## config.mk

```make
export PLATFORM = sky130hd
export DESIGN_NAME = flight_safety_limit_monitor
export DESIGN_NICKNAME = d
export VERILOG_FILES = /design/src/fslm_pkg.sv /design/src/fslm_motor_lane.sv /design/src/fslm_limit_check.sv /design/src/fslm_merge.sv /design/src/flight_safety_limit_monitor.sv
export SDC_FILE = /design/constraint.sdc
export NUM_CORES = 1
export LEC_CHECK = 0
export ABC_AREA = 1
export BUFFER_PORTS_ARGS = -buffer_cell sky130_fd_sc_hd__buf_2
export CAP_MARGIN = 30
export CORE_ASPECT_RATIO = 1.2
export CORE_MARGIN = 2
export CORE_UTILIZATION = 45
export DETAILED_ROUTE_END_ITERATION = 10
export HOLD_SLACK_MARGIN = 0.06
export PLACE_DENSITY = 0.69
export SYNTH_ARGS = -nofsm -noshare
export SYNTH_HDL_FRONTEND = slang
export SYNTH_SLANG_ARGS = --single-unit
```

## constraint.sdc

```tcl
create_clock -name i_clk -period 9.2 [get_ports i_clk]
set_clock_uncertainty 0.1 [all_clocks]
set_input_delay 0.92 -clock i_clk [delete_from_list [all_inputs] [get_ports i_clk]]
set_output_delay 0.92 -clock i_clk [all_outputs]
set_load 0.1 [all_outputs]
```

## src/fslm_pkg.sv

```systemverilog
// ----------------------------------------------------------------------------
// fslm_pkg
// Types, register indexes and reset values of the flight safety limit monitor.
// ----------------------------------------------------------------------------
package fslm_pkg;

    localparam int NUM_LANES = 4;
    localparam int CFG_IDX_W = 3;
    localparam int CFG_DATA_W = 16;

    localparam logic [CFG_IDX_W-1:0] CFG_ANGLE_LIMIT       = 3'd0;
    localparam logic [CFG_IDX_W-1:0] CFG_ALTITUDE_CEILING  = 3'd1;
    localparam logic [CFG_IDX_W-1:0] CFG_ALTITUDE_FLOOR    = 3'd2;
    localparam logic [CFG_IDX_W-1:0] CFG_MOTOR_MAX         = 3'd3;
    localparam logic [CFG_IDX_W-1:0] CFG_IMBALANCE_LIMIT   = 3'd4;
    localparam logic [CFG_IDX_W-1:0] CFG_FAULT_COUNT_LIMIT = 3'd5;

    localparam logic [14:0]        RST_ANGLE_LIMIT       = 15'd6434;
    localparam logic signed [15:0] RST_ALTITUDE_CEILING  = 16'sd2400;
    localparam logic signed [15:0] RST_ALTITUDE_FLOOR    = -16'sd80;
    localparam logic [14:0]        RST_MOTOR_MAX         = 15'd25600;
    localparam logic [15:0]        RST_IMBALANCE_LIMIT   = 16'd10240;
    localparam logic [3:0]         RST_FAULT_COUNT_LIMIT = 4'd5;

    typedef struct packed {
        logic signed [15:0] roll_angle;
        logic signed [15:0] pitch_angle;
        logic signed [15:0] altitude;
        logic signed [15:0] front_left_cmd;
        logic signed [15:0] front_right_cmd;
        logic signed [15:0] rear_left_cmd;
        logic signed [15:0] rear_right_cmd;
        logic               stop_request;
    } t_in_word;

    typedef struct packed {
        logic [14:0] front_left_out;
        logic [14:0] front_right_out;
        logic [14:0] rear_left_out;
        logic [14:0] rear_right_out;
        logic        emergency_flag;
        logic [3:0]  fault_level;
    } t_out_word;

    typedef struct packed {
        logic               over_max;
        logic [14:0]        clamped;
        logic signed [15:0] cmd;
    } t_lane_res;

    typedef struct packed {
        t_lane_res [NUM_LANES-1:0] lane;
        logic                      limit_fault;
        logic                      stop_request;
    } t_stage1;

endpackage

```

## src/fslm_motor_lane.sv

```systemverilog
// ----------------------------------------------------------------------------
// fslm_motor_lane
// One motor lane: checks the command against the maximum and clamps it.
// ----------------------------------------------------------------------------
module fslm_motor_lane (
    input  logic signed [15:0]   i_cmd,
    input  logic [14:0]          i_motor_max,
    output fslm_pkg::t_lane_res  o_res
);
    import fslm_pkg::*;

    logic signed [15:0] max_s;
    logic               over;

    assign max_s = signed'({1'b0, i_motor_max});
    assign over  = i_cmd > max_s;

    always_comb begin
        o_res.over_max = over;
        o_res.cmd      = i_cmd;
        if (i_cmd < 16'sd0) begin
            o_res.clamped = '0;
        end else if (over) begin
            o_res.clamped = i_motor_max;
        end else begin
            o_res.clamped = i_cmd[14:0];
        end
    end

endmodule

```

## src/fslm_limit_check.sv

```systemverilog
// ----------------------------------------------------------------------------
// fslm_limit_check
// Attitude and altitude envelope check of one sample.
// ----------------------------------------------------------------------------
module fslm_limit_check (
    input  logic signed [15:0] i_roll,
    input  logic signed [15:0] i_pitch,
    input  logic signed [15:0] i_altitude,
    input  logic [14:0]        i_angle_limit,
    input  logic signed [15:0] i_ceiling,
    input  logic signed [15:0] i_floor,
    output logic               o_fault
);
    import fslm_pkg::*;

    logic signed [16:0] lim_pos;
    logic signed [16:0] lim_neg;
    logic signed [16:0] roll_x;
    logic signed [16:0] pitch_x;
    logic               angle_fault;
    logic               alt_fault;

    assign lim_pos = signed'({2'b00, i_angle_limit});
    assign lim_neg = -lim_pos;
    assign roll_x  = 17'(i_roll);
    assign pitch_x = 17'(i_pitch);

    assign angle_fault = (roll_x > lim_pos) || (roll_x < lim_neg)
                      || (pitch_x > lim_pos) || (pitch_x < lim_neg);
    assign alt_fault   = (i_altitude > i_ceiling) || (i_altitude < i_floor);
    assign o_fault     = angle_fault || alt_fault;

endmodule

```

## src/fslm_merge.sv

```systemverilog
// ----------------------------------------------------------------------------
// fslm_merge
// Merge stage: spread check, fault counter, stop decision, output register.
// ----------------------------------------------------------------------------
module fslm_merge (
    input  logic                i_clk,
    input  logic                i_rst_n,
    input  logic                i_valid,
    output logic                o_ready,
    input  fslm_pkg::t_stage1   i_stage,
    input  logic [15:0]         i_imbalance_limit,
    input  logic [3:0]          i_fault_count_limit,
    output logic                o_valid,
    input  logic                i_ready,
    output fslm_pkg::t_out_word o_data
);
    import fslm_pkg::*;

    logic               r_valid;
    logic [3:0]         r_count;
    logic [3:0]         n_count;
    t_out_word          r_data;
    t_out_word          n_data;
    logic signed [15:0] hi;
    logic signed [15:0] lo;
    logic [16:0]        spread;
    logic               any_over;
    logic               fault;
    logic               forced;
    logic               advance;

    assign o_ready = !r_valid || i_ready;
    assign advance = i_valid && o_ready;

    always_comb begin
        hi       = i_stage.lane[0].cmd;
        lo       = i_stage.lane[0].cmd;
        any_over = 1'b0;
        for (int k = 0; k < NUM_LANES; k++) begin
            if (i_stage.lane[k].cmd > hi) hi = i_stage.lane[k].cmd;
            if (i_stage.lane[k].cmd < lo) lo = i_stage.lane[k].cmd;
            any_over = any_over || i_stage.lane[k].over_max;
        end
    end

    assign spread = 17'(17'(hi) - 17'(lo));
    assign fault  = any_over || i_stage.limit_fault || i_stage.stop_request
                 || (spread > {1'b0, i_imbalance_limit});

    always_comb begin
        n_count = r_count;
        if (fault) begin
            if (r_count < i_fault_count_limit) n_count = r_count + 4'd1;
        end else if (r_count != 4'd0) begin
            n_count = r_count - 4'd1;
        end
    end

    assign forced = (n_count >= i_fault_count_limit) || i_stage.stop_request;

    always_comb begin
        n_data.front_left_out  = forced ? '0 : i_stage.lane[0].clamped;
        n_data.front_right_out = forced ? '0 : i_stage.lane[1].clamped;
        n_data.rear_left_out   = forced ? '0 : i_stage.lane[2].clamped;
        n_data.rear_right_out  = forced ? '0 : i_stage.lane[3].clamped;
        n_data.emergency_flag  = forced;
        n_data.fault_level     = n_count;
    end

    always_ff @(posedge i_clk) begin
        if (!i_rst_n) begin
            r_valid <= 1'b0;
            r_count <= '0;
        end else begin
            if (advance) begin
                r_valid <= 1'b1;
                r_count <= n_count;
            end else if (i_ready) begin
                r_valid <= 1'b0;
            end
        end
    end

    always_ff @(posedge i_clk) begin
        if (advance) begin
            r_data <= n_data;
        end
    end

    assign o_valid = r_valid;
    assign o_data  = r_data;

endmodule

```

## src/flight_safety_limit_monitor.sv

```systemverilog
// ----------------------------------------------------------------------------
// flight_safety_limit_monitor
// Stages: two register stages (lane stage, merge); a word accepted at the
// input is registered in the lane stage, then in the merge output register.
// Throughput: one word per cycle while the output is not stalled; the fault
// counter update in the merge stage is the loop that sets it.
// Reset: synchronous active low; limits return to defaults, counter clears,
// pipeline empties.
// ----------------------------------------------------------------------------
module flight_safety_limit_monitor (
    input  logic                                i_clk,
    input  logic                                i_rst_n,
    input  logic                                i_cfg_wr_en,
    input  logic [fslm_pkg::CFG_IDX_W-1:0]      i_cfg_index,
    input  logic [fslm_pkg::CFG_DATA_W-1:0]     i_cfg_data,
    input  logic                                i_in_valid,
    output logic                                o_in_ready,
    input  fslm_pkg::t_in_word                  i_in_data,
    output logic                                o_out_valid,
    input  logic                                i_out_ready,
    output fslm_pkg::t_out_word                 o_out_data
);
    import fslm_pkg::*;

    logic [14:0]        r_angle_limit;
    logic signed [15:0] r_ceiling;
    logic signed [15:0] r_floor;
    logic [14:0]        r_motor_max;
    logic [15:0]        r_imbalance;
    logic [3:0]         r_count_limit;

    logic               r_s1_valid;
    t_stage1            r_s1;
    t_stage1            n_s1;
    logic               merge_ready;
    logic               s1_ready;
    logic               limit_fault;
    t_lane_res [NUM_LANES-1:0] lane_res;
    logic signed [15:0] lane_cmd [NUM_LANES];

    always_ff @(posedge i_clk) begin
        if (!i_rst_n) begin
            r_angle_limit <= RST_ANGLE_LIMIT;
            r_ceiling     <= RST_ALTITUDE_CEILING;
            r_floor       <= RST_ALTITUDE_FLOOR;
            r_motor_max   <= RST_MOTOR_MAX;
            r_imbalance   <= RST_IMBALANCE_LIMIT;
            r_count_limit <= RST_FAULT_COUNT_LIMIT;
        end else if (i_cfg_wr_en) begin
            unique case (i_cfg_index)
                CFG_ANGLE_LIMIT:       r_angle_limit <= i_cfg_data[14:0];
                CFG_ALTITUDE_CEILING:  r_ceiling     <= signed'(i_cfg_data);
                CFG_ALTITUDE_FLOOR:    r_floor       <= signed'(i_cfg_data);
                CFG_MOTOR_MAX:         r_motor_max   <= i_cfg_data[14:0];
                CFG_IMBALANCE_LIMIT:   r_imbalance   <= i_cfg_data;
                CFG_FAULT_COUNT_LIMIT: r_count_limit <= i_cfg_data[3:0];
                default: begin
                end
            endcase
        end
    end

    assign lane_cmd[0] = i_in_data.front_left_cmd;
    assign lane_cmd[1] = i_in_data.front_right_cmd;
    assign lane_cmd[2] = i_in_data.rear_left_cmd;
    assign lane_cmd[3] = i_in_data.rear_right_cmd;

    for (genvar g = 0; g < NUM_LANES; g++) begin : g_lane
        fslm_motor_lane u_lane (
            .i_cmd       (lane_cmd[g]),
            .i_motor_max (r_motor_max),
            .o_res       (lane_res[g])
        );
    end

    fslm_limit_check u_limit (
        .i_roll        (i_in_data.roll_angle),
        .i_pitch       (i_in_data.pitch_angle),
        .i_altitude    (i_in_data.altitude),
        .i_angle_limit (r_angle_limit),
        .i_ceiling     (r_ceiling),
        .i_floor       (r_floor),
        .o_fault       (limit_fault)
    );

    always_comb begin
        n_s1.lane         = lane_res;
        n_s1.limit_fault  = limit_fault;
        n_s1.stop_request = i_in_data.stop_request;
    end

    assign s1_ready   = !r_s1_valid || merge_ready;
    assign o_in_ready = s1_ready;

    always_ff @(posedge i_clk) begin
        if (!i_rst_n) begin
            r_s1_valid <= 1'b0;
        end else if (s1_ready) begin
            r_s1_valid <= i_in_valid;
        end
    end

    always_ff @(posedge i_clk) begin
        if (s1_ready && i_in_valid) begin
            r_s1 <= n_s1;
        end
    end

    fslm_merge u_merge (
        .i_clk               (i_clk),
        .i_rst_n             (i_rst_n),
        .i_valid             (r_s1_valid),
        .o_ready             (merge_ready),
        .i_stage             (r_s1),
        .i_imbalance_limit   (r_imbalance),
        .i_fault_count_limit (r_count_limit),
        .o_valid             (o_out_valid),
        .i_ready             (i_out_ready),
        .o_data              (o_out_data)
    );

endmodule

```

==> Yosys cells after proc, flatten, opt, wreduce, memory -nomap -nowiden <==
Index checks and enable logic that the tools add are counted.
{ "totals": {"elab_cells": 103, "out_inout_bits": 67, "in_bits": 137, "reg_bits": 283} }
{ "classes": {"magnitude_cmp": 23, "n_mux": 15, "n_reduce_logical": 27, "eq_ne": 5, "addsub": 4} }
{ "ops": {"columns": ["operator", "count"], "rows": [
  ["$gt 16x16->1", 10],
  ["$mux 16", 6],
  ["$lt 16x1->1 const B", 4],
  ["$lt 16x16->1", 4],
  ["$mux 15", 4],
  ["$lt 16x17->1", 2],
  ["$gt 17x16->1", 1],
  ["$neg 15->17", 1],
  ["$sub 16x16->17", 1],
  ["$logic_or 1x1->1", 14],
  ["$mux 4", 3],
  ["$reduce_and 2->1", 6],
  ["$eq 3x2->1 const B", 2],
  ["$eq 3x3->1 const B", 2],
  ["$add 4x1->4 const B", 1],
  ["$ge 4x4->1", 1],
  ["$lt 4x4->1", 1],
  ["$reduce_bool 4->1", 1],
  ["$sub 4x1->4 const B", 1],
  ["$eq 3x1->1 const B", 1],
  ["$logic_not 3->1", 1],
  ["$logic_and 1x1->1", 2],
  ["$logic_not 1->1", 2],
  ["$mux 1", 2],
  ["$reduce_bool 2->1", 1]
]} }

==> Longest topological paths before layout <==
{ "depth": {"depth_word": 12, "depth_mapped": 79, "ltp_nobuf": 75} }

==> By module <==
A second synthesis with hierarchy kept.
{ "unflattened": {"cells_unflattened": 2628, "hier_area_um2": 21580.7} }
{ "by_module_without_submodules": {"columns": ["mod", "area_per_inst_um2", "cells_per_inst", "seq_area_each_um2", "n_inst"], "rows": [
  ["flight_safety_limit_monitor", 7199.4, 587, 5565.3, 1],
  ["fslm_merge", 7185.6, 981, 2052.0, 1],
  ["fslm_motor_lane", 1122.3, 159, 0.0, 4],
  ["fslm_limit_check", 2706.3, 424, 0.0, 1]
]} }

==> Least setup slack after synthesis <==
OpenSTA, ideal clock, no wires.
{ "synth_timing": {"path_kind": "register -> register", "from": "register r_s1[49] in the netlist's numbering", "to": "register u_merge.r_data (netlist bit u_merge.o_data[19]) (data pin)", "setup_slack_ns": -0.916, "setup_time_ns": 0.265, "synth_period_minus_slack_ns": 10.116, "stages_incl_launch_ff": 69, "required_ns": 8.835, "n_path_buf": 5, "arrival_time_ns": 9.751, "cell_sequence": "edfxtp_1 -> ha_1 -> a21oi_1 -> o21ai_1 -> a21oi_2 -> nand2_2 -> nand2_2 -> nand2_2 -> nand2_2 -> clkbuf_1 -> clkbuf_1 -> nand2_1 -> o21ai_0 -> ha_1 -> a21oi_1 -> nand3b_1 -> a21oi_1 -> a2111oi_0 -> (+33 left out) -> ha_1 -> nand4_1 -> nor2_1 -> nand4_1 -> nand2_1 -> nand2_1 -> inv_1 -> nand3_1 -> nand2_1 -> inv_1 -> ha_1 -> inv_1 -> a21boi_0 -> o21a_1 -> o21ai_0 -> nand2_1 -> clkbuf_1 -> nor2_1"} }
{ "synth_between": {"elab_chain_len": 12, "word_cells_on_any_way": 18, "cone_classes": "add/sub: 1; order compare: 8; mux: 7; reduce/logical: 2"} }
{ "synth_rtl": {"columns": ["element", "line_no", "text"], "rows": [
  ["start, declared", "flight_safety_limit_monitor.sv:33", "t_stage1 r_s1;"],
  ["start signal, assigned", "flight_safety_limit_monitor.sv:105", "r_s1 <= n_s1;"],
  ["$gt 16x16->1 / $lt 16x16->1 (equally long branches)", "fslm_merge.sv:40, fslm_merge.sv:41", null],
  ["$mux 16, on equally long branches", "fslm_merge.sv:40, fslm_merge.sv:41", null],
  ["$gt 16x16->1 / $lt 16x16->1 (equally long branches)", "fslm_merge.sv:40, fslm_merge.sv:41", null],
  ["$mux 16, on equally long branches", "fslm_merge.sv:40, fslm_merge.sv:41", null],
  ["$gt 16x16->1 / $lt 16x16->1 (equally long branches)", "fslm_merge.sv:40, fslm_merge.sv:41", null],
  ["$mux 16, on equally long branches", "fslm_merge.sv:40, fslm_merge.sv:41", null],
  ["$sub 16x16->17 (*)", "fslm_merge.sv:46", "assign spread = 17'(17'(hi) - 17'(lo));"],
  ["$gt 17x16->1 (*)", "fslm_merge.sv:48", "|| (spread > {1'b0, i_imbalance_limit});"],
  ["$logic_or 1x1->1 (*)", "fslm_merge.sv:48", null],
  ["$mux 4 (*)", "fslm_merge.sv:52", "if (fault) begin"],
  ["via u_merge.n_count[0]", "fslm_merge.sv:21", "logic [3:0] n_count;"],
  ["$ge 4x4->1 (*)", "fslm_merge.sv:59", "assign forced = (n_count >= i_fault_count_limit) || i_stage.stop_request;"],
  ["$logic_or 1x1->1 (*)", "fslm_merge.sv:59", null],
  ["end signal, assigned", "fslm_merge.sv:86", "r_data <= n_data;"],
  ["end, declared", "fslm_merge.sv:22", "t_out_word r_data;"]
]} }
The timed path passes the listed nets; every way through them passes the cells marked *.
A chain may end at the register's enable or synchronous reset.

==> Final worst setup path <==
{ "layout_timing": {"from": "register r_s1[45] in the netlist's numbering", "to": "register u_merge.r_data (netlist bit u_merge.o_data[4]) (data pin)"} }
Same word-level chain as after synthesis.

==> flow_summary.ini <==
[critical_path]
critical_path_buf_inv_count = 9
cp_common_cell = nand2_4
critPathArrivalTime_ps = 10030
critPathTopFamily = compound AO/OA/AOI/OAI gates
critPathMaxFanout = 8
critical_path.endpoint_type = register
crit_path_max_incr_delay_ps = 450
cp_slowest_cell = edfxtp_1
startpoint_type = register
crit_path_start = r_s1[45]
r2r_start = r_s1[45]
crit_required_ps = 9440
crit_type = register to register

[final_layout]
nNetsFinal = 2916
syn_to_final_growth_pct = 27.21
fill_cells = 3546
fin_util_pct = 57.71
drive_above_1_share_pct = 24.98

[die]
core_area_um2 = 40540
fp-row-count = 81
fp.dieArea_um2 = 42510
fp.dieH_um = 225.5
io_pins = 204
die_width_um = 188.6
start_util_pct = 45.37

[placed_design]
io_buffers = 203
hpwl_mm = 42.24
globalplace.congestion = 0.9368
post-place-ws_ps = -636.4

[pwr]
ir_drop_v = 0.0001826
intPower_mw = 3.642
pwr-share-comb_pct = 51.7
net-switching-power_mw = 2.193
power.leakage_nw = 10.90
finalPower_mw = 5.835
power.density_nw_per_um2 = 249.4
seqPwrFrac_pct = 25.5
swShare_pct = 37.58
power_frac_clock_pct = 22.7

[clock_tree]
clkSinkCount = 283
tritoncts = yes
cts_root_buf = clkbuf_16
cts_max_level = 1
cts_buffers = 31
clock_latency_ps = 590
clk_path_buf_depth = 3
clk_pin_slew_ps = 70
hold_buffers = 0

[synth]
synth_top_flop_cell = edfxtp_1
synth_cells = 2115
synth_cell_types = 49
synth-async-reset-ratio_pct = 0
syn_avg_cell_area_um2 = 8.696
ys_seq_elements = 283
syn_nets = 2524
synth_edf_count = 195
yosysSeqAreaShare_pct = 41.42
synth_area_um2 = 18390
yosysWarnings = 0

[status]
violations = negative setup slack
status = finished with violations

[run]
drv_cap = 0

[timing]
worst_pin_slew_ps = 886.3
finalHoldViolCount = 0
setup_violations = 61
rsz0062_at_grt = true
period_minus_slack_ps = 9793
whs_ps = 359.2
relSlewSlack_pct = 40.91
slew_violations = 0
setup_ws_ps = -592.8
fmax_mhz = 102.1
timing.final.crit_share_pct = 106.4

[detailed_routing]
routed_via_density = 5.396
wirelength_mm = 56.34
m1WireLength_mm = 22.41
drc = 0
wl_met3_mm = 3.562
wl_per_cell_um = 18.35
ant_nets = 0
wl_met2_mm = 27.45
drtIter0Drc = 1143
vias = 16570
top_layer = met5
drtPass1Iterations = 5

[global_routing]
overflow = 0
antenna_found_initial = 2
grt_pass1_wl_mm = 87.24
grt_pass1_vias = 16400
grt_max_degree = 82
gr-usage-all-layers_pct = 26.11

[worst_hold_path]
min_from = r_ceiling[10]
holdCritPathClass = register to register
## final timing paths
| kind | slack [ps] | depth (start not counted) | to |
|---|---|---|---|
| setup / recovery | -590 | 61 | u_merge.o_data[4] |
| setup reg to reg | -590 | 61 | u_merge.o_data[4] |
| hold reg to reg | 360 | 2 | r_ceiling[10] |
| hold / removal | 360 | 2 | r_ceiling[10] |
## worst register-to-register path, delay by kind of cell, from the launching register on
kind	cells	cell delay, ps
AND/OR/NAND/NOR	23	2310
adder cells (fa/ha/maj)	7	1890
XOR/XNOR	2	390
buffers and inverters	9	1100
flip-flops	1	450
AO/OA/AOI/OAI	20	3320
## timing repair
item | in CTS | in global routing
resized for setup | 90 | 84
pin swaps | 15 | 35
setup endpoints to repair | 61 | 69
setup buffers | 23 | 11
gates cloned | 8 | 2
## cell usage after synthesis, types with 4 or more instances
library cell    n  share of area [%]
a21o_1          7               0.29
o221ai_1        4               0.19
o31ai_1         6               0.24
a31oi_1         4               0.14
o21ai_2        25                1.2
nand3_1        75                2.0
clkbuf_1       54                1.1
nand2_1       385                7.9
o211ai_1       31                1.3
edfxtp_1      195                 32
o21a_1          5               0.20
xnor2_1         5               0.24
a211oi_1       18               0.73
nand2_2        12               0.41
a21oi_1       157                4.3
nand3b_1        5               0.20
inv_1         298                6.1
nand3_2         4               0.22
nor4_1          6               0.20
a2111oi_0       4               0.19
o21ai_1        10               0.27
nor2_1        138                2.8
xor2_1         25                1.2
o21ai_0       191                5.2
ha_1          271                 18
dfxtp_1        88                9.6
nand4_1        24               0.82
o21bai_1       14               0.57
buf_6           7               0.43
nor3_1         20               0.54
## state kept, by name, summed over array words and instances (netlist names)
register         flops
r_imbalance         16
u_merge.o_valid      1
u_merge.o_data      65
r_floor             16
r_s1_valid           1
u_merge.r_count      4
r_motor_max         15
r_angle_limit       15
r_ceiling           16
r_s1               130
r_count_limit        4
## power groups by stage
stage	Sequential, mW	Combinational (mW)	Clock [mW]
4_1_cts	1.49	2.82	1.34
3_3_place_gp	1.51	2.50	0
3_5_place_dp	1.52	2.57	0
5_1_grt	1.50	3.37	1.39
6_report	1.49	3.02	1.33
2_1_floorplan	1.62	1.56	0
## metrics by stage
stage	area (um^2)	std cells	setup TNS [ps]
2_1_floorplan	18520	2115	0
3_3_place_gp	21200	2970	-27470
3_5_place_dp	21200	2970	-36260
4_1_cts	22930	3057	-24200
5_1_grt	23390	3069	-71470
6_report	23400	3070	-33040
## kinds of logic (layout without fill, tap and decap cells)
kind of cell | Yosys count | after routing | synth area share [%]
other | 0 | 1 | 0
adder cells (fa/ha/maj) | 272 | 272 | 18.55
AO/OA/AOI/OAI | 494 | 494 | 15.61
AND/OR/NAND/NOR | 675 | 678 | 15.34
XOR/XNOR | 30 | 30 | 1.429
buffers and inverters | 361 | 773 | 7.654
flip-flops | 283 | 283 | 41.42
## cell type report
type / count / area, um^2 / area share (%)
antenna: 1 / 2.502 / 0.01070
clock buffer: 38 / 802.0 / 3.428
tap: 539 / 674.4 / 2.883
sequential: 283 / 7617 / 32.56
multi-input combinational: 1474 / 10060 / 42.99
inverter: 300 / 1134 / 4.845
timing repair buffer: 417 / 2841 / 12.15
clock inverter: 18 / 266.5 / 1.139
## per-layer routing
layer / GRT usage, % / vias up
met1: 31.75 / 7729
met4: 12.93 / 4
met5: 0 / -
li1: - / 8063
met2: 45.87 / 614
met3: 2.927 / 157
## placed cells by master (no fill, tap or decap), drive strengths merged, types with 4 or more instances in the layout
cell / netlist / layout
a2111oi: 4 / 4
a211oi: 18 / 18
a21boi: 4 / 4
a21o: 7 / 7
a21oi: 158 / 158
a31oi: 4 / 4
buf: 7 / 414
bufinv: 0 / 6
clkbuf: 54 / 39
clkinv: 1 / 7
dfxtp: 88 / 88
edfxtp: 195 / 195
ha: 271 / 271
inv: 299 / 303
nand2: 397 / 400
nand3: 79 / 79
nand3b: 5 / 5
nand4: 24 / 24
nor2: 138 / 138
nor3: 21 / 21
nor4: 6 / 6
o211ai: 31 / 31
o21a: 5 / 5
o21ai: 226 / 226
o21bai: 14 / 14
o221ai: 4 / 4
o31ai: 6 / 6
xnor2: 5 / 5
xor2: 25 / 25
No activity file was read; power rests on OpenSTA's default activity.
